`src/design/hftd_pkg.sv`:
```
package hftd_pkg;

  localparam int unsigned MAX_NODES_DEF    = 512;
  localparam int unsigned MAX_CODE_LEN_DEF = 32;

  // stream and register port widths
  localparam int unsigned IN_DATA_W  = 56;
  localparam int unsigned OUT_DATA_W = 16;
  localparam int unsigned CFG_ADDR_W = 3;

  // register index, taken from paddr[2]
  localparam logic REG_TOTAL_SYMBOLS = 1'b0;

  typedef enum logic [1:0] {
    ST_SYMBOL  = 2'd0,
    ST_LOADED  = 2'd1,
    ST_FULL    = 2'd2,
    ST_MISSING = 2'd3
  } status_e;

  typedef enum logic {
    OP_LOAD   = 1'b0,
    OP_DECODE = 1'b1
  } op_e;

  // controller to datapath
  typedef struct packed {
    logic    accept;
    logic    rd_cur;
    logic    rd_walk;
    logic    rd_child;
    logic    wr_parent;
    logic    wr_zero;
    logic    wr_sym;
    logic    cur_follow;
    logic    res_en;
    status_e res_status;
    logic    walk_root;
    logic    walk_next;
    logic    cnt_inc;
    logic    adv_bit;
    logic    pend_load;
    logic    pend_clr;
    logic    out_push;
    logic    out_last;
  } cmd_t;

  // datapath to controller
  typedef struct packed {
    logic op_dec;
    logic len_zero;
    logic slot_zero;
    logic tbl_full;
    logic count_done;
    logic next_zero;
    logic is_leaf;
    logic last_bit;
    logic pend_valid;
    logic out_free;
  } sts_t;

endpackage

```
`src/design/hftd_datapath.sv`:
```
module hftd_datapath #(
  parameter int unsigned MAX_NODES    = 512,
  parameter int unsigned MAX_CODE_LEN = 32
) (
  input  logic                                clk_i,
  input  logic                                rst_ni,
  input  logic                                in_op_i,
  input  logic [hftd_pkg::IN_DATA_W-1:0]      in_data_i,
  input  logic [31:0]                         total_symbols_i,
  input  hftd_pkg::cmd_t                      cmd_i,
  output hftd_pkg::sts_t                      sts_o,
  output logic                                ram_we_o,
  output logic [$clog2(MAX_NODES)-1:0]        ram_waddr_o,
  output logic [8+2*$clog2(MAX_NODES)-1:0]    ram_wdata_o,
  output logic                                ram_re_o,
  output logic [$clog2(MAX_NODES)-1:0]        ram_raddr_o,
  input  logic [8+2*$clog2(MAX_NODES)-1:0]    ram_rdata_i,
  input  logic                                out_tready_i,
  output logic                                out_tvalid_o,
  output logic [hftd_pkg::OUT_DATA_W-1:0]     out_tdata_o,
  output logic                                out_tlast_o
);
  import hftd_pkg::*;

  localparam int unsigned IW = $clog2(MAX_NODES);
  localparam int unsigned NW = $clog2(MAX_NODES + 1);
  localparam int unsigned CW = $clog2(MAX_CODE_LEN);
  localparam int unsigned LW = $clog2(MAX_CODE_LEN + 1);

  typedef struct packed {
    logic [7:0]    sym;
    logic [IW-1:0] right;
    logic [IW-1:0] left;
  } node_t;

  // input word fields
  logic [7:0]  in_sym;
  logic [5:0]  in_len;
  logic [31:0] in_code;
  logic [7:0]  in_byte;
  logic [LW-1:0] len_clamp;

  assign in_sym    = in_data_i[7:0];
  assign in_len    = in_data_i[13:8];
  assign in_code   = in_data_i[45:14];
  assign in_byte   = in_data_i[53:46];
  assign len_clamp = (32'(in_len) > 32'(MAX_CODE_LEN)) ? LW'(MAX_CODE_LEN) : LW'(in_len);

  // item registers
  op_e                   op_q;
  logic [7:0]            sym_q;
  logic [LW-1:0]         len_q, len_d;
  logic [MAX_CODE_LEN-1:0] code_q;
  logic [7:0]            byte_q;
  logic [2:0]            bit_q;
  logic [IW-1:0]         cur_q;
  logic [IW-1:0]         next_q;
  // tree and walk state
  logic [NW-1:0]         nodes_used_q;
  logic [IW-1:0]         walk_q;
  logic [31:0]           cnt_q;
  logic                  root_init_q;
  logic                  rd_root_q;
  // result staging
  status_e               res_status_q;
  logic [7:0]            res_sym_q;
  logic                  pend_valid_q;
  status_e               pend_status_q;
  logic [7:0]            pend_sym_q;
  logic                  out_valid_q;
  status_e               out_status_q;
  logic [7:0]            out_sym_q;
  logic                  out_last_q;

  node_t         node;
  node_t         wnode;
  logic [LW-1:0] len_m1;
  logic [CW-1:0] len_idx;
  logic          lbit;
  logic          dbit;
  logic [IW-1:0] slot;
  logic [IW-1:0] child;
  logic [IW-1:0] new_idx;
  logic          tbl_full;

  // the root entry is never cleared in memory: read it as empty until first written
  assign node = (rd_root_q && !root_init_q) ? '0 : node_t'(ram_rdata_i);

  assign len_m1   = len_q - LW'(1);
  assign len_idx  = len_m1[CW-1:0];
  assign lbit     = code_q[len_idx];
  assign dbit     = byte_q[bit_q];
  assign slot     = lbit ? node.right : node.left;
  assign child    = dbit ? node.right : node.left;
  assign new_idx  = nodes_used_q[IW-1:0];
  assign tbl_full = (nodes_used_q >= NW'(MAX_NODES));
  assign len_d    = len_q - LW'(1);

  // node memory access
  always_comb begin
    wnode       = node;
    ram_we_o    = 1'b0;
    ram_waddr_o = cur_q;
    if (cmd_i.wr_parent) begin
      ram_we_o = 1'b1;
      if (lbit) begin
        wnode.right = new_idx;
      end else begin
        wnode.left = new_idx;
      end
    end
    if (cmd_i.wr_zero) begin
      ram_we_o = 1'b1;
      wnode    = '0;
    end
    if (cmd_i.wr_sym) begin
      ram_we_o  = 1'b1;
      wnode.sym = sym_q;
    end
  end

  assign ram_wdata_o = wnode;
  assign ram_re_o    = cmd_i.rd_cur | cmd_i.rd_walk | cmd_i.rd_child;
  assign ram_raddr_o = cmd_i.rd_walk ? walk_q : (cmd_i.rd_child ? child : cur_q);

  // control state
  always_ff @(posedge clk_i or negedge rst_ni) begin
    if (!rst_ni) begin
      nodes_used_q <= NW'(1);
      walk_q       <= '0;
      cnt_q        <= '0;
      root_init_q  <= 1'b0;
      pend_valid_q <= 1'b0;
      out_valid_q  <= 1'b0;
    end else begin
      if (cmd_i.wr_parent) begin
        nodes_used_q <= nodes_used_q + NW'(1);
      end
      if (ram_we_o && (ram_waddr_o == '0)) begin
        root_init_q <= 1'b1;
      end
      if (cmd_i.walk_root) begin
        walk_q <= '0;
      end else if (cmd_i.walk_next) begin
        walk_q <= next_q;
      end
      if (cmd_i.cnt_inc) begin
        cnt_q <= cnt_q + 32'd1;
      end
      if (cmd_i.pend_load) begin
        pend_valid_q <= 1'b1;
      end else if (cmd_i.pend_clr) begin
        pend_valid_q <= 1'b0;
      end
      if (cmd_i.out_push) begin
        out_valid_q <= 1'b1;
      end else if (out_tready_i) begin
        out_valid_q <= 1'b0;
      end
    end
  end

  // payload
  always_ff @(posedge clk_i) begin
    if (cmd_i.accept) begin
      op_q   <= op_e'(in_op_i);
      sym_q  <= in_sym;
      len_q  <= len_clamp;
      code_q <= MAX_CODE_LEN'(in_code);
      byte_q <= in_byte;
      bit_q  <= 3'd7;
      cur_q  <= '0;
    end else if (cmd_i.wr_parent) begin
      cur_q <= new_idx;
      len_q <= len_d;
    end else if (cmd_i.cur_follow) begin
      cur_q <= slot;
      len_q <= len_d;
    end
    if (cmd_i.adv_bit) begin
      bit_q <= bit_q - 3'd1;
    end
    if (ram_re_o) begin
      rd_root_q <= (ram_raddr_o == '0);
    end
    if (cmd_i.rd_child) begin
      next_q <= child;
    end
    if (cmd_i.res_en) begin
      res_status_q <= cmd_i.res_status;
      res_sym_q    <= (cmd_i.res_status == ST_SYMBOL) ? node.sym : 8'd0;
    end
    if (cmd_i.pend_load) begin
      pend_status_q <= res_status_q;
      pend_sym_q    <= res_sym_q;
    end
    if (cmd_i.out_push) begin
      out_status_q <= pend_status_q;
      out_sym_q    <= pend_sym_q;
      out_last_q   <= cmd_i.out_last;
    end
  end

  always_comb begin
    sts_o            = '0;
    sts_o.op_dec     = (op_q == OP_DECODE);
    sts_o.len_zero   = (len_q == '0);
    sts_o.slot_zero  = (slot == '0);
    sts_o.tbl_full   = tbl_full;
    sts_o.count_done = (cnt_q >= total_symbols_i);
    sts_o.next_zero  = (child == '0);
    sts_o.is_leaf    = (node.left == '0) && (node.right == '0);
    sts_o.last_bit   = (bit_q == 3'd0);
    sts_o.pend_valid = pend_valid_q;
    sts_o.out_free   = !out_valid_q || out_tready_i;
  end

  assign out_tvalid_o = out_valid_q;
  assign out_tdata_o  = {{(OUT_DATA_W-10){1'b0}}, out_sym_q, out_status_q};
  assign out_tlast_o  = out_last_q;

  a_push_free: assert property (@(posedge clk_i) disable iff (!rst_ni)
    cmd_i.out_push |-> (!out_valid_q || out_tready_i))
    else $error("result word overwritten while stalled");

  a_alloc_room: assert property (@(posedge clk_i) disable iff (!rst_ni)
    cmd_i.wr_parent |-> !tbl_full)
    else $error("node allocated with a full table");

  a_new_node: assert property (@(posedge clk_i) disable iff (!rst_ni)
    cmd_i.wr_parent |=> (cmd_i.wr_zero && (cur_q == IW'(nodes_used_q - NW'(1)))))
    else $error("new node not cleared after linking");

endmodule

```
`config.mk`:
```
export PLATFORM = sky130hd
export DESIGN_NAME = hftd_datapath
export DESIGN_NICKNAME = d
export VERILOG_FILES = /design/src/design/hftd_pkg.sv /design/src/design/hftd_datapath.sv
export SDC_FILE = /design/constraint.sdc
export NUM_CORES = 1
export LEC_CHECK = 0
export ABC_AREA = 1
export CORE_AREA = 2 2 160 162
export DETAILED_ROUTE_END_ITERATION = 6
export DIE_AREA = 0 0 162 164
export DONT_BUFFER_PORTS = 1
export PLACE_DENSITY = 0.47
export SYNTH_ARGS = -nofsm -noshare
export SYNTH_HDL_FRONTEND = slang
export SYNTH_SLANG_ARGS = --single-unit
```
`constraint.sdc`:
```
create_clock -name clk_i -period 3.3 [get_ports clk_i]
set_clock_uncertainty 0.1 [all_clocks]
set_input_delay 0.825 -clock clk_i [delete_from_list [all_inputs] [get_ports clk_i]]
set_output_delay 0.825 -clock clk_i [all_outputs]
set_load 0.02 [all_outputs]
```
---- Yosys cells after proc, flatten, opt, wreduce, memory -nomap -nowiden ----
Cells that the tools add are included.
word-level totals
  register bits ........................... 162
  latch bits .............................. 0
  bits in writable memories ............... 0
  ROM bits ................................ 0
  input bits .............................. 137
  word-level logic and storage cells ...... 85
  memories ................................ 0
cells by class
  add/subtract/negate cells ............... 4
  multipliers ............................. 0
  div/mod/pow operators ................... 0
  order comparisons ....................... 5
  equality and inequality tests ........... 0
  shift operators ......................... 0
  mux-type cells .......................... 31
  bitwise logic cells ..................... 2
  reduce and logical (&&, ||, !) cells .... 21
operator list
  operator                 count
  $mux W9                  10
  $logic_not A9 Y1         6
  $mux W26                 2
  $add A32 B1 Y32 const B  1
  $ge A32 B32 Y1           1
  $mux W6                  4
  $mux W18                 1
  $add A10 B1 Y10 const B  1
  $ge A10 B10 Y1 const B   1
  $reduce_bool A2 Y1       5
  $mux W1                  9
  $mux W8                  1
  $gt A6 B6 Y1 const B     1
  $logic_not A6 Y1         1
  $lt A5 B6 Y1 const B     1
  $mux W3                  2
  $sub A6 B1 Y6 const B    1
  $bmux W1 S5              1
  $lt A3 B4 Y1 const B     1
  $bmux W1 S3              1
  $logic_and A1 B1 Y1      3
  $logic_not A3 Y1         1
  $reduce_bool A3 Y1       1
  $sub A3 B1 Y3 const B    1
  4 further kinds          6

---- Longest topological paths before layout ----
  depth in word-level cells ............... 7
  mapped depth ............................ 16
  depth with buffers taken out ............ 14

---- Worst setup path after synthesis ----
No wires, ideal clock.
  path kind ............................... register -> output
  from .................................... reg len_q[0]
  to ...................................... out sts_o[7] in the netlist's numbering
  data arrival time ....................... 2.299 ns
  path slack .............................. 0.076 ns
  cell stages (with the launch flop) ...... 16
  path buffers ............................ 3
  path through ............................ edfxtp_1 -> inv_2 -> buf_6 -> ha_1 -> clkbuf_1 -> nor2_1 -> o21ai_0 -> nand3_1 -> nand3_1 -> nand3_4 -> nand2_4 -> buf_6 -> nand2_1 -> o21ai_0 -> nand3_1 -> nor2_1
RTL lines
  item                    line                  text
  from (decl)             hftd_datapath.sv:52   logic [LW-1:0] len_q, len_d;
  from (signal assigned)  hftd_datapath.sv:168  len_q <= len_clamp;
  from (signal assigned)  hftd_datapath.sv:175  len_q <= len_d;
  from (signal assigned)  hftd_datapath.sv:178  len_q <= len_d;
  to (decl)               hftd_datapath.sv:11   output hftd_pkg::sts_t sts_o,

==> results.md <==
* Setup_tns at -1940 ps
* Reg2Reg Setup Slack at 850 ps
* Via count at 6253
* Most common cell after layout, fill and taps aside: nand2_1
* Clock root cell: clkbuf_16
* Seq cells post-synth at 162
* Endpoints failing setup at 19
* Reg area at 4510 um2
* CP endpoint kind: output port
* Synth Instances at 916
* Crit-path cells: inv_2, ha_4, buf_8, nor2_1, o21ai_1, nand3_2, nand3_2, nand3_4, buf_6, nand3b_1, nand2_1, nor2_2, nand3_2, nor2_4, buf_6
* Via density at 4.76
* CP Buf/Inv Count at 4
* Unrepaired setup endpoints after global routing: yes
* Startpoint types: register
* Die height at 164 um
* Crit Path Class: register to output port
* Slew HR at 56.3%
* Layout fillers at 2455
* Post-synth EDFFs at 99
* Cell area after synthesis at 8540 um2
* Worst endpoint required time at 2370 ps
* Initial Util at 34.4%
* Clock-pin transition on the worst setup and hold timing paths at 70 ps
* Final #Nets at 1145
* Area grow syn2layout at 20.1%
* Met3 WL at 1580 um
* Utilization after layout at 41.3%
* Post-Route M1 WL at 9020 um
* Non-Filler Instances at 1313
* ANT nets after route at 0
* Worst slack, placed at -22.5 ps
* Synth cell types at 53
* Final Hold Fails at 0
* Synth warn at 0
* CP peak stage delay at 360 ps
* DR WL met2 at 10700 um
* GRT Total Usage at 16.3%
* Area of the multi-input gates at 3730 um2
* GP Congestion at 0.836
* Rows at 58
* Maximum VDD drop at 406 uV
* Worst-path fanout max at 8
* Ys flop type: edfxtp_1
* FFs w/ async S/R, synth at 33.3%
* DRC Markers at 0
* Worst path slowest cell: edfxtp_1
* Grt total ovfl at 0
* Pwr/cell area at 648 nW/um2
* Largest net degree at the start of global routing at 69
* TritonCTS Buffers at 17
* Worst R2R Path Depth at 10
* Final Cycle Share at 105%
* Placed Cells at 1265
* Commonest cells after routing, fill and taps aside: nand2_1, inv_1, edfxtp_1, nor2_1, dfrtp_1
* Routed WL per cell at 16.5 um
* First-pass GRT wire length at 33100 um
* Post-synthesis sequential area ratio at 52.8%
* Initial antenna violation count at 2
* Max-slew violation count at 0
* Reg2Reg Capture Point: rd_root_q
* Worst hold path class: input pin to async pin
* Num ports at 211
* CTS tree: done
* Worst setup margin at -161 ps
* Top delay family on crit path: simple AND/OR/NAND/NOR gates
* Final hold slack at 135 ps
* Max Fclk at 0.289 GHz
* Critical path's most frequent cell: nand3_2
* Initial DRT Pass Iterations at 5
* Hpwl dp at 16100 um
* Die area at 26600 um2
* Clk_lat worst skew at 430 ps
* Clock Path Buffers at 2
* Highest metal used: met5
* Vias in the first global route at 6150
* Failing checks: setup timing
* Tightest Pin Transition at 652 ps
* Layout cells sized above 1 at 18.4%
* Worst R2R Start: bit_q[0]
* Maxcap violations at 0
* Worst EP arrival at 2540 ps
* Core area at 24800 um2
* DRT Wirelength at 21700 um
* Mean post-synth cell area at 9.32 um2
* Final Cell Area at 10300 um2
* Power Total at 6.65 mW
* Clock Sinks at 162
* DRT iter0 DRCs at 435
* Chip width at 162 um
* H-Tree Depth at 4
* Status: finished, violations left
* # port buffers at 0
* Leakage power total at 4.60 nW
* Final min period at 3460 ps
* Area post-placement at 9110 um2
## area by class of cell
cell class	instances	share of cell area [%]
clock buffer	17	4.15
antenna	1	0.0244
inverter	129	4.77
multi-input combinational	603	36.4
clock inverter	15	1.66
sequential	162	43.9
tap	330	4.03
timing repair buffer	56	5.06
## report_power, final
part	leakage [nW]	switching (mW)	internal [mW]	total, mW
sequential	1.76	0.313	2.41	2.72
clock	0.290	0.899	1.14	2.04
combinational	2.54	1.11	0.776	1.88
## state kept, by name (all words and copies together) (netlist names), 3 cells and up
name          cells
bit_q             3
byte_q            8
next_q            9
out_sym_q         8
ram_waddr_o       9
code_q           32
res_sym_q         8
nodes_used_q     10
len_q             6
walk_q            9
sym_q             8
pend_sym_q        8
cnt_q            32
## worst max path at each step
stage | start | endpoint | slack (ps) | depth (start not counted)
5_1_grt | len_q[0] | sts_o[7] | -320 | 15
4_1_cts | len_q[0] | sts_o[7] | -240 | 14
3_3_place_gp | len_q[0] | ram_wdata_o[6] | 30 | 12
2_1_floorplan | len_q[0] | sts_o[7] | 80 | 15
6_report | len_q[0] | sts_o[7] | -160 | 15
3_5_place_dp | len_q[0] | ram_wdata_o[4] | -20 | 12
## metal layers
layer	global-route usage, %	vias to the layer above
met5	1.14	-
met4	5.71	2
met3	5.91	30
met2	27.4	168
met1	19.4	2904
li1	-	3149
## Yosys cell counts (6+ instances only)
cell      number  area (um2)
ha_1          39         488
a31oi_1        6        37.5
xor2_1        27         236
nand2_1      205         769
dfrtp_1       53        1330
nor3_1        13        65.1
edfxtp_1      99        2970
a21oi_1       36         180
o21ai_0       46         230
xnor2_1       16         140
a22oi_1       10        75.1
buf_4         10        75.1
clkbuf_1      12        45.0
nor2_1        60         225
dfxtp_1        9         180
nand4_1       10        62.6
inv_1        123         462
o21ai_1        8        40.0
nand3_1       57         285
nor4_1         8        50.1
## logic make-up after synthesis
family / count (synthesis) / synth area share (%)
other: 1 / 0.0439
DFF: 162 / 52.8
AOI/OAI and AO/OA: 123 / 8.37
buffers and inverters: 159 / 8.02
xor gates and xnor gates: 44 / 4.60
adders and majority gates: 39 / 5.72
and+or+nand+nor: 388 / 20.5
## what timing repair did
action | 4_1_cts | 5_1_grt
setup buffers | 2 | 8
endpoints found under the hold margin | 53 | 0
hold buffers | 1 | 0
resized for setup | 54 | 51
gates cloned | 0 | 4
pin swaps | 8 | 27
endpoints found under the setup margin | 24 | 26
(Power assumes the default switching activity.)
