==> src/design/hftd_pkg.sv <==
package hftd_pkg;

  localparam int unsigned MAX_NODES_DEF    = 512;
  localparam int unsigned MAX_CODE_LEN_DEF = 32;

  // stream and register port widths
  localparam int unsigned IN_DATA_W  = 56;
  localparam int unsigned OUT_DATA_W = 16;
  localparam int unsigned CFG_ADDR_W = 3;

  // register index, taken from paddr[2]
  localparam logic REG_TOTAL_SYMBOLS = 1'b0;

  typedef enum logic [1:0] {
    ST_SYMBOL  = 2'd0,
    ST_LOADED  = 2'd1,
    ST_FULL    = 2'd2,
    ST_MISSING = 2'd3
  } status_e;

  typedef enum logic {
    OP_LOAD   = 1'b0,
    OP_DECODE = 1'b1
  } op_e;

  // controller to datapath
  typedef struct packed {
    logic    accept;
    logic    rd_cur;
    logic    rd_walk;
    logic    rd_child;
    logic    wr_parent;
    logic    wr_zero;
    logic    wr_sym;
    logic    cur_follow;
    logic    res_en;
    status_e res_status;
    logic    walk_root;
    logic    walk_next;
    logic    cnt_inc;
    logic    adv_bit;
    logic    pend_load;
    logic    pend_clr;
    logic    out_push;
    logic    out_last;
  } cmd_t;

  // datapath to controller
  typedef struct packed {
    logic op_dec;
    logic len_zero;
    logic slot_zero;
    logic tbl_full;
    logic count_done;
    logic next_zero;
    logic is_leaf;
    logic last_bit;
    logic pend_valid;
    logic out_free;
  } sts_t;

endpackage

==> src/design/hftd_ctrl.sv <==
module hftd_ctrl (
  input  logic           clk_i,
  input  logic           rst_ni,
  input  logic           in_valid_i,
  input  logic           in_op_i,
  output logic           in_ready_o,
  input  hftd_pkg::sts_t sts_i,
  output hftd_pkg::cmd_t cmd_o
);
  import hftd_pkg::*;

  typedef enum logic [8:0] {
    S_IDLE = 9'b000000001,
    S_LRD  = 9'b000000010,
    S_LEV  = 9'b000000100,
    S_LNEW = 9'b000001000,
    S_DCHK = 9'b000010000,
    S_DEV1 = 9'b000100000,
    S_DEV2 = 9'b001000000,
    S_EMIT = 9'b010000000,
    S_FIN  = 9'b100000000
  } state_e;

  state_e state_q, state_d;
  logic   moved;

  always_comb begin
    cmd_o      = '0;
    state_d    = state_q;
    in_ready_o = 1'b0;
    moved      = 1'b0;
    unique case (state_q)
      S_IDLE: begin
        in_ready_o = 1'b1;
        if (in_valid_i) begin
          cmd_o.accept = 1'b1;
          state_d = (op_e'(in_op_i) == OP_DECODE) ? S_DCHK : S_LRD;
        end
      end
      S_LRD: begin
        cmd_o.rd_cur = 1'b1;
        state_d = S_LEV;
      end
      S_LEV: begin
        if (sts_i.len_zero) begin
          cmd_o.wr_sym     = 1'b1;
          cmd_o.res_en     = 1'b1;
          cmd_o.res_status = ST_LOADED;
          state_d = S_EMIT;
        end else if (sts_i.slot_zero) begin
          if (sts_i.tbl_full) begin
            cmd_o.res_en     = 1'b1;
            cmd_o.res_status = ST_FULL;
            state_d = S_EMIT;
          end else begin
            cmd_o.wr_parent = 1'b1;
            state_d = S_LNEW;
          end
        end else begin
          cmd_o.cur_follow = 1'b1;
          state_d = S_LRD;
        end
      end
      S_LNEW: begin
        cmd_o.wr_zero = 1'b1;
        state_d = S_LRD;
      end
      S_DCHK: begin
        // stop the byte once the symbol count is reached
        if (sts_i.count_done) begin
          state_d = S_FIN;
        end else begin
          cmd_o.rd_walk = 1'b1;
          state_d = S_DEV1;
        end
      end
      S_DEV1: begin
        if (sts_i.next_zero) begin
          cmd_o.res_en     = 1'b1;
          cmd_o.res_status = ST_MISSING;
          cmd_o.walk_root  = 1'b1;
          state_d = S_EMIT;
        end else begin
          cmd_o.rd_child = 1'b1;
          state_d = S_DEV2;
        end
      end
      S_DEV2: begin
        if (sts_i.is_leaf) begin
          cmd_o.res_en     = 1'b1;
          cmd_o.res_status = ST_SYMBOL;
          cmd_o.cnt_inc    = 1'b1;
          cmd_o.walk_root  = 1'b1;
          state_d = S_EMIT;
        end else begin
          cmd_o.walk_next = 1'b1;
          if (sts_i.last_bit) begin
            state_d = S_FIN;
          end else begin
            cmd_o.adv_bit = 1'b1;
            state_d = S_DCHK;
          end
        end
      end
      S_EMIT: begin
        // older pending word goes out first; the new one waits for the next result or the item end
        if (!sts_i.pend_valid) begin
          cmd_o.pend_load = 1'b1;
          moved = 1'b1;
        end else if (sts_i.out_free) begin
          cmd_o.out_push  = 1'b1;
          cmd_o.pend_load = 1'b1;
          moved = 1'b1;
        end
        if (moved) begin
          if (!sts_i.op_dec || sts_i.last_bit) begin
            state_d = S_FIN;
          end else begin
            cmd_o.adv_bit = 1'b1;
            state_d = S_DCHK;
          end
        end
      end
      S_FIN: begin
        if (!sts_i.pend_valid) begin
          state_d = S_IDLE;
        end else if (sts_i.out_free) begin
          cmd_o.out_push = 1'b1;
          cmd_o.out_last = 1'b1;
          cmd_o.pend_clr = 1'b1;
          state_d = S_IDLE;
        end
      end
      default: begin
        state_d = S_IDLE;
      end
    endcase
  end

  always_ff @(posedge clk_i or negedge rst_ni) begin
    if (!rst_ni) begin
      state_q <= S_IDLE;
    end else begin
      state_q <= state_d;
    end
  end

  a_idle_drained: assert property (@(posedge clk_i) disable iff (!rst_ni)
    (state_q == S_IDLE) |-> !sts_i.pend_valid)
    else $error("pending word left behind at item end");

endmodule

==> config.mk <==
export PLATFORM = sky130hd
export DESIGN_NAME = hftd_ctrl
export DESIGN_NICKNAME = d
export VERILOG_FILES = /design/src/design/hftd_pkg.sv /design/src/design/hftd_ctrl.sv
export SDC_FILE = /design/constraint.sdc
export NUM_CORES = 1
export LEC_CHECK = 0
export ABC_AREA = 1
export BUFFER_PORTS_ARGS = -buffer_cell sky130_fd_sc_hd__buf_4
export CAP_MARGIN = 20
export CORE_AREA = 2 2 46 48
export CTS_BUF_LIST = sky130_fd_sc_hd__clkbuf_2 sky130_fd_sc_hd__clkbuf_4 sky130_fd_sc_hd__clkbuf_8
export CTS_CLUSTER_DIAMETER = 40
export DETAILED_ROUTE_END_ITERATION = 16
export DIE_AREA = 0 0 48 50
export PLACE_DENSITY = 0.78
export SYNTH_ARGS = -nofsm -noshare
export SYNTH_HDL_FRONTEND = slang
export SYNTH_SLANG_ARGS = --single-unit
export TNS_END_PERCENT = 100
==> constraint.sdc <==
create_clock -name clk_i -period 1.85 [get_ports clk_i]
set_clock_uncertainty 0.1 [all_clocks]
set_input_delay 0.4625 -clock clk_i [delete_from_list [all_inputs] [get_ports clk_i]]
set_output_delay 0.4625 -clock clk_i [all_outputs]
set_load 0.05 [all_outputs]
==> results of run 1 <==
[cells in the mapped netlist, drive strengths merged]
master,instances
nor4,2
inv,25
buf,2
nand3,23
a21oi,1
clkbuf,1
a211oi,1
dfrtp,8
nor3,1
nor2,45
nand4,2
o21ai,4
nand2,39
o31ai,1
dfstp,1
[logic make-up after synthesis]
logic type	count (synthesis)	share of synthesized area
AND/OR/NAND/NOR	112	0.5714
AO/OA/AOI/OAI	7	0.04854
flip-flops	9	0.2510
buffers and inverters	28	0.1290
[metrics by stage]
step                hold slack [ns]  setup WS (ns)  cells  setup TNS, ns
detailed placement           0.1996        -0.1530    247         -1.103
floorplan                   0.06691        -0.3164    156         -1.468
CTS                          0.2818        -0.3491    257         -5.304
global placement             0.1969        -0.1314    247        -0.7902
[repair_timing]
| action | in CTS |
|---|---|
| resized for setup | 45 |
| endpoints found under the hold margin | 8 |
| hold buffers | 1 |
| pin swaps | 9 |
| endpoints found under the setup margin | 20 |
| setup buffers | 5 |
==> run summary, run 1 <==
post-synth top area cell = dfrtp_1
area post-placement = 1565 µm²
CTS Sinks = 9
Syn Area/Cell = 5.783 µm²
IO buf count = 33
Seq cells post-synth = 9
Distinct cells, synth = 24
Ports = 34
routability cong. = 0.9456
CTS root buffer = clkbuf_4
TritonCTS Buffers = 3
mapped cell area = 902.1 µm²
Syn Nets = 170
H-tree levels = 1
last step reached = global routing
starting density of the core = 0.4743
outcome = stopped before the end
row cnt = 16
Yosys warnings = 0
dpl hpwl = 2587 µm
last worst endpoint in the global-route repair_timing = cmd_o[1]
pin count of the biggest net entering global routing = 12
DIE WIDTH = 48 µm
Syn Inst Count = 156
register area share after synthesis = 0.2510
maximum root-to-sink buffer count = 2
Run Error = [ERROR DPL-0038] Utilization greater than 100%, impossible to legalize
post-synth top area share = 0.2219
worst_ep kind = top-level output
ranking of synthesized cells by area = dfrtp_1 (22%), nand2_1 (15%), nor2_1 (15%)
die height = 50 µm
==> run 2: changes to the inputs <==
CORE_AREA = 2 2 63 65   (was 2 2 46 48)
CTS_BUF_LIST = not set   (was sky130_fd_sc_hd__clkbuf_2 sky130_fd_sc_hd__clkbuf_4 sky130_fd_sc_hd__clkbuf_8)
CTS_CLUSTER_DIAMETER = not set   (was 40)
DIE_AREA = 0 0 65 67   (was 0 0 48 50)
PLACE_DENSITY = not set   (was 0.78)
PLACE_DENSITY_LB_ADDON = 0.15   (was not set)
==> run summary, run 2 <==
outcome = complete, but fails checks (was stopped before the end)
failing checks = negative setup slack
DIE WIDTH = 65 µm (was 48 µm)
Final Hold Viols = 0
pin count of the biggest net entering global routing = 14
highest routed layer = met4
CP delay by family, top = simple AND/OR/NAND/NOR gates
Routed Antenna Nets = 0
Distinct cells, synth = 24 (unchanged)
CTS clock-pin slew for the worst setup and hold paths = 0.05 ns
CTS root buffer = clkbuf_8 (was clkbuf_4)
TritonCTS Buffers = 3 (unchanged)
largest family of logic cells by synthesized area = simple AND/OR/NAND/NOR gates (unchanged)
Slowest-stage cell, CP = dfrtp_1
Slew HR = 0.7115
Synth Area in Compound Gates = 0.04854 (unchanged)
post-synth top area share = 0.2219 (unchanged)
WL met1 = 1426 µm
period utilization = 1.164
Syn Area/Cell = 5.783 µm² (unchanged)
post-synth top area cell = dfrtp_1 (unchanged)
fin. max-slew vios = 0
vias per cell = 4.491
Fillers = 319
Ports = 34 (unchanged)
area grow syn2layout = 131.2%
Largest Register = state_q
die height = 67 µm (was 50 µm)
Worst Path Required = 1.29 ns
crit path max fanout = 3
register area share after synthesis = 0.2510 (unchanged)
final WL = 3380 µm
final setup margin = -0.3035 ns
RSZ-0062 raised after global routing = true
Antenna diodes = 0
Yosys warnings = 0 (unchanged)
H-tree levels = 1 (unchanged)
Seq cells post-synth = 9 (unchanged)
Pwr Density = 1204 nW/µm²
DRT Pass-1 Iters = 4
hold crit path type = in2reg
Post-synth top cells = nand2_1 (37), nor2_1 (37), inv_1 (21) (unchanged)
fin nets = 252
WP depth = 8
Tot Pwr = 2510 µW
Routed WL per cell = 11.86 µm
Top Registers = state_q: 9 flops
CTS tree = built
DIE AREA = 4355 µm²
Simple-Gate Fraction of Synth Area = 0.5714 (unchanged)
Post-synth EDFFs = 0 (unchanged)
clk_lat worst skew = 0.24 ns
first-pass GRT wire length = 5112 µm
Least-Margin Pin Slew = 0.4312 ns
FFs w/ async S/R, synth = 1.000 (unchanged)
final core utilization = 0.5784
Syn Nets = 170 (unchanged)
ranking of synthesized cells by area = dfrtp_1 (22%), nand2_1 (15%), nor2_1 (15%) (unchanged)
Worst Setup End Kind = primary output
routability cong. = 0.9437 (was 0.9456)
layout cells sized above 1 = 0.6582
Initial DRC Count = 25
DR DRC count = 0
r2r worst-path depth = 12
Post-Synth Adder-Cell Area = 0 (unchanged)
Setup crit start kind = flip-flop
WL met2 = 1732 µm
Top FF cell, synth = dfrtp_1 (unchanged)
CP Class = reg2out
starting density of the core = 0.2502 (was 0.4743)
final critical-path required period = 2.154 ns
CTS Sinks = 9 (unchanged)
Setup WS pre-CTS = -0.1417 ns (was -0.1530 ns)
CP peak stage delay = 0.43 ns
vias = 1280
core area = 3606 µm²
XOR/XNOR share of the synthesized area = 0 (unchanged)
maximum root-to-sink buffer count = 2 (unchanged)
IO buf count = 33 (unchanged)
dpl hpwl = 2519 µm (was 2587 µm)
maxcap violations = 0
most frequent cells in the layout = buf_4 (48), buf_6 (22), nand2_1 (21), nor2_4 (21), nor2_1 (20)
gr usage total = 0.1527
vias in the first global route = 1151
routed wl met3 = 196 µm
worst hold slack = 0.3182 ns
max FFs per register = 9
Max Clk Rate = 464.4 MHz
Critical Path, Cell by Cell = nor2_4, nand3_2, nor2_4, nand3_4, nand2_2, nor2_4, inv_4, buf_8
Bufs and invs on worst path = 2
commonest non-fill, non-tap cell in the layout = buf_4
Syn Inst Count = 156 (unchanged)
mapped cell area = 902.1 µm² (unchanged)
final setup fails = 20
GRT Residual Overflow = 0
Hold Path Depth = 2
most frequent CP cell = nor2_4
Leak = 0.001030 µW
Peak VDD IR = 0.4941 mV
row cnt = 22 (was 16)
initial antenna violation count = 0
crit path DAT = 1.59 ns
post-synthesis mux area share = 0 (unchanged)
-- run 2: cell type report --
type                            instances  area, µm²  area share
Clock buffer                            3      41.29     0.01980
Clock inverter                          1      5.005    0.002400
Inverter                               25      98.84     0.04739
Multi-Input combinational cell        119      893.4      0.4283
Sequential cell                         9      229.0      0.1098
Tap cell                               48      60.06     0.02879
Timing Repair Buffer                   80      758.2      0.3635
-- run 2: where the power goes --
group          internal (µW)  switching (µW)  total, µW
Clock                    148            91.1        239
Sequential               250            52.5        302
Combinational            887            1080       1970
-- run 2: logic make-up after synthesis --
logic type,count (synthesis)
AND/OR/NAND/NOR,112
buffers and inverters,28
flip-flops,9
AO/OA/AOI/OAI,7
-- run 2: per-layer routing --
metal,GRT usage,vias to the layer above
li1,-,653
met1,0.1876,589
met2,0.2732,36
met3,0.03716,2
met4,0.02394,0
met5,0,-
-- run 2: final timing paths --
path,slack [ns],startpoint,end
max,-0.30,state_q[4],cmd_o[10]
min,0.32,sts_i[4],state_q[6]
max reg2reg,0.10,state_q[4],state_q[1]
min reg2reg,0.58,state_q[2],state_q[2]
max in group asynchronous,0.93,rst_ni,state_q[0]
min in group asynchronous,0.49,rst_ni,state_q[8]
-- run 2: repair_timing --
action / 4_1_cts / 5_1_grt
pin swaps: 14 / 23
endpoints found under the setup margin: 20 / 25
gates resized for setup: 50 / 43
hold buffers: 1 / 0
buffers inserted: 11 / 7
gates cloned: 0 / 0
hold endpoints to repair: 8 / 0
-- run 2: stage by stage --
stage,TNS [ns],instances,area [µm²]
after global routing,-5.859,285,2086
after global placement,-0.7375,266,1589
after CTS,-5.006,282,1899
after floorplan,-1.468,156,1055
final,-4.442,285,2086
after detailed placement,-0.9198,266,1589
Power figures use the tool's default switching activity.
==> run 3: changes to the inputs <==
PLACE_DENSITY_LB_ADDON = not set   (was 0.15)
SETUP_SLACK_MARGIN = 0.05   (was not set)
==> run summary, run 3 (synthesis gave the netlist of run 2 again) <==
outcome = complete, but fails checks (unchanged)
failing checks = negative setup slack (unchanged)
DRT Pass-1 Iters = 4 (unchanged)
GRT Residual Overflow = 0 (unchanged)
hold crit path type = in2reg (unchanged)
clk_lat worst skew = 0.24 ns (about the same)
Critical Path, Cell by Cell = nor2_4, nand2_4, inv_4, buf_4, nand2_4, a211oi_4, buf_6 (was nor2_4, nand3_2, nor2_4, nand3_4, nand2_2, nor2_4, inv_4, buf_8)
Switch Pwr = 1260 µW (was 1226 µW)
first-pass GRT wire length = 5554 µm (was 5112 µm)
max FFs per register = 9 (unchanged)
worst reg2reg endpoint = state_q[7] (was state_q[1])
Combinational Power Share = 0.782 (was 0.785)
gr usage total = 0.1675 (was 0.1527)
Max Clk Rate = 456.7 MHz (was 464.4 MHz)
final setup fails = 21 (was 20)
IO buf count = 33 (unchanged)
Antenna diodes = 0 (unchanged)
final core utilization = 0.5913 (was 0.5784)
final setup margin = -0.3395 ns (was -0.3035 ns)
worst hold slack = 0.3124 ns (was 0.3182 ns)
Hold Path Depth = 2 (unchanged)
Routed WL per cell = 12.63 µm (was 11.86 µm)
final instance area = 2132 µm² (was 2086 µm²)
DIE AREA = 4355 µm² (unchanged)
Final Hold Viols = 0 (unchanged)
Pwr Density = 1171 nW/µm² (was 1204 nW/µm²)
reg2reg start = state_q[0] (was state_q[4])
r2r worst-path depth = 11 (was 12)
vias = 1333 (was 1280)
vias per cell = 4.612 (was 4.491)
routability cong. = 0.8204 (was 0.9437)
final WL = 3650 µm (was 3380 µm)
CTS Sinks = 9 (unchanged)
initial antenna violation count = 0 (unchanged)
Bufs and invs on worst path = 3 (was 2)
dpl hpwl = 2510 µm (was 2519 µm)
area post-placement = 1607 µm² (was 1589 µm²)
TritonCTS Buffers = 3 (unchanged)
switch share = 0.5045 (was 0.4885)
Routed Antenna Nets = 0 (unchanged)
Peak VDD IR = 0.5107 mV (was 0.4941 mV)
Setup crit start kind = flip-flop (unchanged)
fin nets = 256 (was 252)
crit path max fanout = 4 (was 3)
Top Registers = state_q: 9 flops (unchanged)
area grow syn2layout = 136.3% (was 131.2%)
reg2reg setup slack = -0.01 ns (was 0.10 ns)
CP delay by family, top = flip-flops (was simple AND/OR/NAND/NOR gates)
H-tree levels = 1 (unchanged)
layout cells sized above 1 = 0.6722 (was 0.6582)
DIE WIDTH = 65 µm (unchanged)
maxcap violations = 0 (unchanged)
final critical-path required period = 2.189 ns (was 2.154 ns)
commonest non-fill, non-tap cell in the layout = buf_4 (unchanged)
CP Class = reg2out (unchanged)
most frequent CP cell = nand2_4 (was nor2_4)
CTS root buffer = clkbuf_8 (unchanged)
starting density of the core = 0.2502 (unchanged)
Slowest-stage cell, CP = dfrtp_1 (unchanged)
Cell Int Power = 1237 µW (was 1284 µW)
Worst Path Required = 1.29 ns (about the same)
crit path DAT = 1.63 ns (was 1.59 ns)
DR DRC count = 0 (unchanged)
CP peak stage delay = 0.40 ns (was 0.43 ns)
RSZ-0062 raised after global routing = true (unchanged)
fin. max-slew vios = 0 (unchanged)
Ports = 34 (unchanged)
die height = 67 µm (unchanged)
Hold EP = state_q[6] (unchanged)
CTS clock-pin slew for the worst setup and hold paths = 0.05 ns (about the same)
Initial DRC Count = 50 (was 25)
Worst Setup End Kind = primary output (unchanged)
period utilization = 1.183 (was 1.164)
clock power share = 0.098 (was 0.095)
share of power burned in registers = 0.120 (about the same)
Leak = 0.001056 µW (was 0.001030 µW)
core area = 3606 µm² (unchanged)
Least-Margin Pin Slew = 0.6130 ns (was 0.4312 ns)
maximum root-to-sink buffer count = 2 (unchanged)
Slew HR = 0.5898 (was 0.7115)
CTS tree = built (unchanged)
Largest Register = state_q (unchanged)
row cnt = 22 (unchanged)
most frequent cells in the layout = buf_4 (49), buf_6 (27), nand2_1 (21) (was buf_4 (48), buf_6 (22), nand2_1 (21), nor2_4 (21), nor2_1 (20))
vias in the first global route = 1302 (was 1151)
pin count of the biggest net entering global routing = 10 (was 14)
origin of the worst min-delay path = sts_i[4] (unchanged)
run 3: cell types whose count changed in the layout (fill, tap and decap cells not counted), sizes merged:
cell / delta
buf: +4
clkbuf: +1
clkinv: -1
run 3: final cells by class:
cell class	count	area (µm²)
inverter	25	101.3
fill	327	1474
tap	48	60.06
sequential	9	229.0
timing repair buffer	84	787.0
clock buffer	4	45.04
multi-input combinational	119	909.6
run 3: layer usage:
metal | up-vias | GRT usage | wire length [µm]
met3 | 4 | 0.04392 | 164
met5 | - | 0 | 0
met1 | 637 | 0.1921 | 1442
met2 | 32 | 0.3067 | 2018
li1 | 660 | - | -
met4 | 0 | 0.04255 | 25
run 3: how the worst max path moves through the flow:
stage,depth (start not counted),to,start,slack [ns]
CTS,7,cmd_o[1],state_q[1],-0.31
global placement,7,cmd_o[1],state_q[3],-0.16
global route,8,cmd_o[10],state_q[1],-0.39
finish,7,cmd_o[1],state_q[1],-0.34
floorplan,7,cmd_o[2],state_q[3],-0.32
detailed placement,6,cmd_o[14],state_q[1],-0.15
run 3: timing repair:
action,in CTS,in global routing
buffers inserted,12,4
pin swaps,12,15
endpoints found under the setup margin,20,25
resized for setup,71,30
hold buffers,1,0
endpoints found under the hold margin,8,0
run 3: power by group through the flow:
stage	registers [µW]	logic (µW)	clock network, µW
2_1_floorplan	292	893	0
6_report	301	1950	244
5_1_grt	308	2090	255
4_1_cts	297	1720	247
3_3_place_gp	289	1370	0
3_5_place_dp	292	1370	0
run 3: stage by stage:
step	setup slack, ns	power, µW	instances	setup TNS (ns)
6_report	-0.3395	2498	289	-4.801
5_1_grt	-0.3854	2649	289	-6.183
4_1_cts	-0.3051	2261	286	-4.273
3_5_place_dp	-0.1525	1662	269	-1.210
3_3_place_gp	-0.1641	1655	269	-1.161
2_1_floorplan	-0.3164	1184	156	-1.507
==> run 4: changes to the inputs <==
CORE_AREA = 4 4 65 67   (was 2 2 63 65)
DIE_AREA = 0 0 69 71   (was 0 0 65 67)
clock period = 2.3 ns   (was 1.85 ns; I/O delays follow)
==> run summary, run 4 (synthesis gave the netlist of run 2 again) <==
Worst Setup End Kind = primary output (unchanged)
final WL = 2954 µm (was 3650 µm)
row cnt = 22 (unchanged)
Leak = 0.0008136 µW (was 0.001056 µW)
Largest Register = state_q (unchanged)
final setup fails = 0 (was 21)
DR DRC count = 0 (unchanged)
CTS root buffer = clkbuf_8 (unchanged)
Critical Path, Cell by Cell = nor2_4, nand2_4, nor2_4, nand2_2, a211oi_4, buf_6 (was nor2_4, nand2_4, inv_4, buf_4, nand2_4, a211oi_4, buf_6)
die height = 71 µm (was 67 µm)
Placed Instances = 239 (was 269)
Ports = 34 (unchanged)
CP peak stage delay = 0.42 ns (was 0.40 ns)
Slew HR = 0.8140 (was 0.5898)
final setup margin = 0.04351 ns (was -0.3395 ns)
fin. max-slew vios = 0 (unchanged)
GRT Residual Overflow = 0 (unchanged)
DRT Pass-1 Iters = 4 (unchanged)
reg2reg setup slack = 0.64 ns (was -0.01 ns)
maximum root-to-sink buffer count = 2 (unchanged)
most frequent CP cell = nor2_4 (was nand2_4)
initial antenna violation count = 0 (unchanged)
Multi-input gate area = 740.7 µm² (was 909.6 µm²)
vias = 1155 (was 1333)
CP startpoint = state_q[4] (was state_q[1])
Final Hold Viols = 0 (unchanged)
TritonCTS Buffers = 3 (unchanged)
gr usage total = 0.1197 (was 0.1675)
dpl hpwl = 2222 µm (was 2510 µm)
first-pass GRT wire length = 4823 µm (was 5554 µm)
Peak VDD IR = 0.3210 mV (was 0.5107 mV)
Post-Layout Cell Count = 253 (was 289)
worst reg2reg endpoint = state_q[1] (was state_q[7])
Initial DRC Count = 45 (was 50)
Slowest-stage cell, CP = dfrtp_1 (unchanged)
CTS clock-pin slew for the worst setup and hold paths = 0.05 ns (about the same)
reg2reg start = state_q[4] (was state_q[0])
crit path DAT = 1.58 ns (was 1.63 ns)
Max Clk Rate = 443.2 MHz
layout cells sized above 1 = 0.4927 (was 0.6722)
Setup WS pre-CTS = 0.09850 ns (was -0.1525 ns)
H-tree levels = 1 (unchanged)
CTS Sinks = 9 (unchanged)
sequential cell area = 232.7 µm² (was 229.0 µm²)
clk_lat worst skew = 0.24 ns (about the same)
Tot Pwr = 1489 µW (was 2498 µW)
Routed WL per cell = 11.68 µm (was 12.63 µm)
CP Class = reg2out (unchanged)
DIE AREA = 4899 µm² (was 4355 µm²)
IO buf count = 33 (unchanged)
most frequent cells in the layout = buf_4 (41), nand2_1 (31), nor2_1 (29) (was buf_4 (49), buf_6 (27), nand2_1 (21))
vias per cell = 4.565 (was 4.612)
period utilization = 0.9811
Routed Antenna Nets = 0 (unchanged)
vias in the first global route = 1108 (was 1302)
CTS tree = built (unchanged)
r2r worst-path depth = 11 (unchanged)
max FFs per register = 9 (unchanged)
worst hold slack = 0.04835 ns (was 0.3124 ns)
CP endpoint = cmd_o[1] (unchanged)
maxcap violations = 0 (unchanged)
final critical-path required period = 2.256 ns
pin count of the biggest net entering global routing = 10 (unchanged)
starting density of the core = 0.2483 (was 0.2502)
commonest non-fill, non-tap cell in the layout = buf_4 (unchanged)
Pwr Density = 951.0 nW/µm² (was 1171 nW/µm²)
hold crit path type = in2async (was in2reg)
DIE WIDTH = 69 µm (was 65 µm)
RSZ-0062 raised after global routing = true (unchanged)
Top Registers = state_q: 9 flops (unchanged)
outcome = finished clean (was complete, but fails checks)
Least-Margin Pin Slew = 0.2765 ns (was 0.6130 ns)
core area = 3633 µm² (was 3606 µm²)
routability cong. = 0.9051 (was 0.8204)
Worst Path Required = 1.62 ns (was 1.29 ns)
crit path max fanout = 3 (was 4)
fin nets = 220 (was 256)
Setup crit start kind = flip-flop (unchanged)
area grow syn2layout = 73.51% (was 136.3%)
Antenna diodes = 0 (unchanged)
Fillers = 392 (was 327)
==> run 4: cell types whose count changed in the layout (fill, tap and decap cells not counted), sizes merged <==
| cell | change |
|---|---|
| buf | -35 |
| dlygate4sd3 | -1 |
==> run 4: layer usage <==
metal	vias to the layer above	global-route usage	part of all wire
met5	-	0	0
met4	0	0.03905	0.023
met3	7	0.01989	0.047
met2	34	0.2013	0.49
met1	530	0.1556	0.44
li1	584	-	-
==> run 4: worst max-delay path: cells and delay by family (launching register included) <==
family / cells / cell delay, ns
DFF: 1 / 0.42
AOI/OAI and AO/OA: 1 / 0.25
buffers and inverters: 1 / 0.18
and+or+nand+nor: 4 / 0.49
==> run 4: worst min-delay path by stage <==
stage               startpoint          to  slack [ns]  cells past startpoint
floorplan               rst_ni  state_q[1]        0.18                      0
global placement        rst_ni  state_q[5]        0.31                      1
detailed placement      rst_ni  state_q[5]        0.31                      1
CTS                     rst_ni  state_q[5]        0.06                      1
global route            rst_ni  state_q[5]        0.06                      1
finish                  rst_ni  state_q[5]        0.05                      1
==> run 4: cell type report <==
type                       count  area share
sequential                     9      0.1487
multi-input combinational    119      0.4732
tap                           48     0.03837
clock buffer                   4     0.02878
inverter                      25     0.06155
timing repair buffer          48      0.2494
==> run 4: stage by stage <==
step | TNS, ns | cell area, µm² | util
after floorplan | -0.06845 | 975.9 | -
after global placement | 0 | 1299 | 0.3574
after detailed placement | 0 | 1299 | 0.3574
after CTS | 0 | 1461 | 0.4022
after global routing | -0.04783 | 1565 | 0.4308
final | 0 | 1565 | 0.4308
==> run 4: timing repair <==
item	CTS	global route
pin swaps	4	5
gates cloned	0	0
endpoints found under the hold margin	0	0
gates resized for setup	17	26
buffers inserted	7	3
setup endpoints to repair	10	16
hold buffers	0	0
==> run 4: where the power goes <==
| part | switching (µW) | total (µW) | internal, µW |
|---|---|---|---|
| combinational | 662 | 1030 | 371 |
| clock | 79.5 | 202 | 122 |
| sequential | 51.2 | 254 | 203 |
| total | 792 | 1490 | 696 |
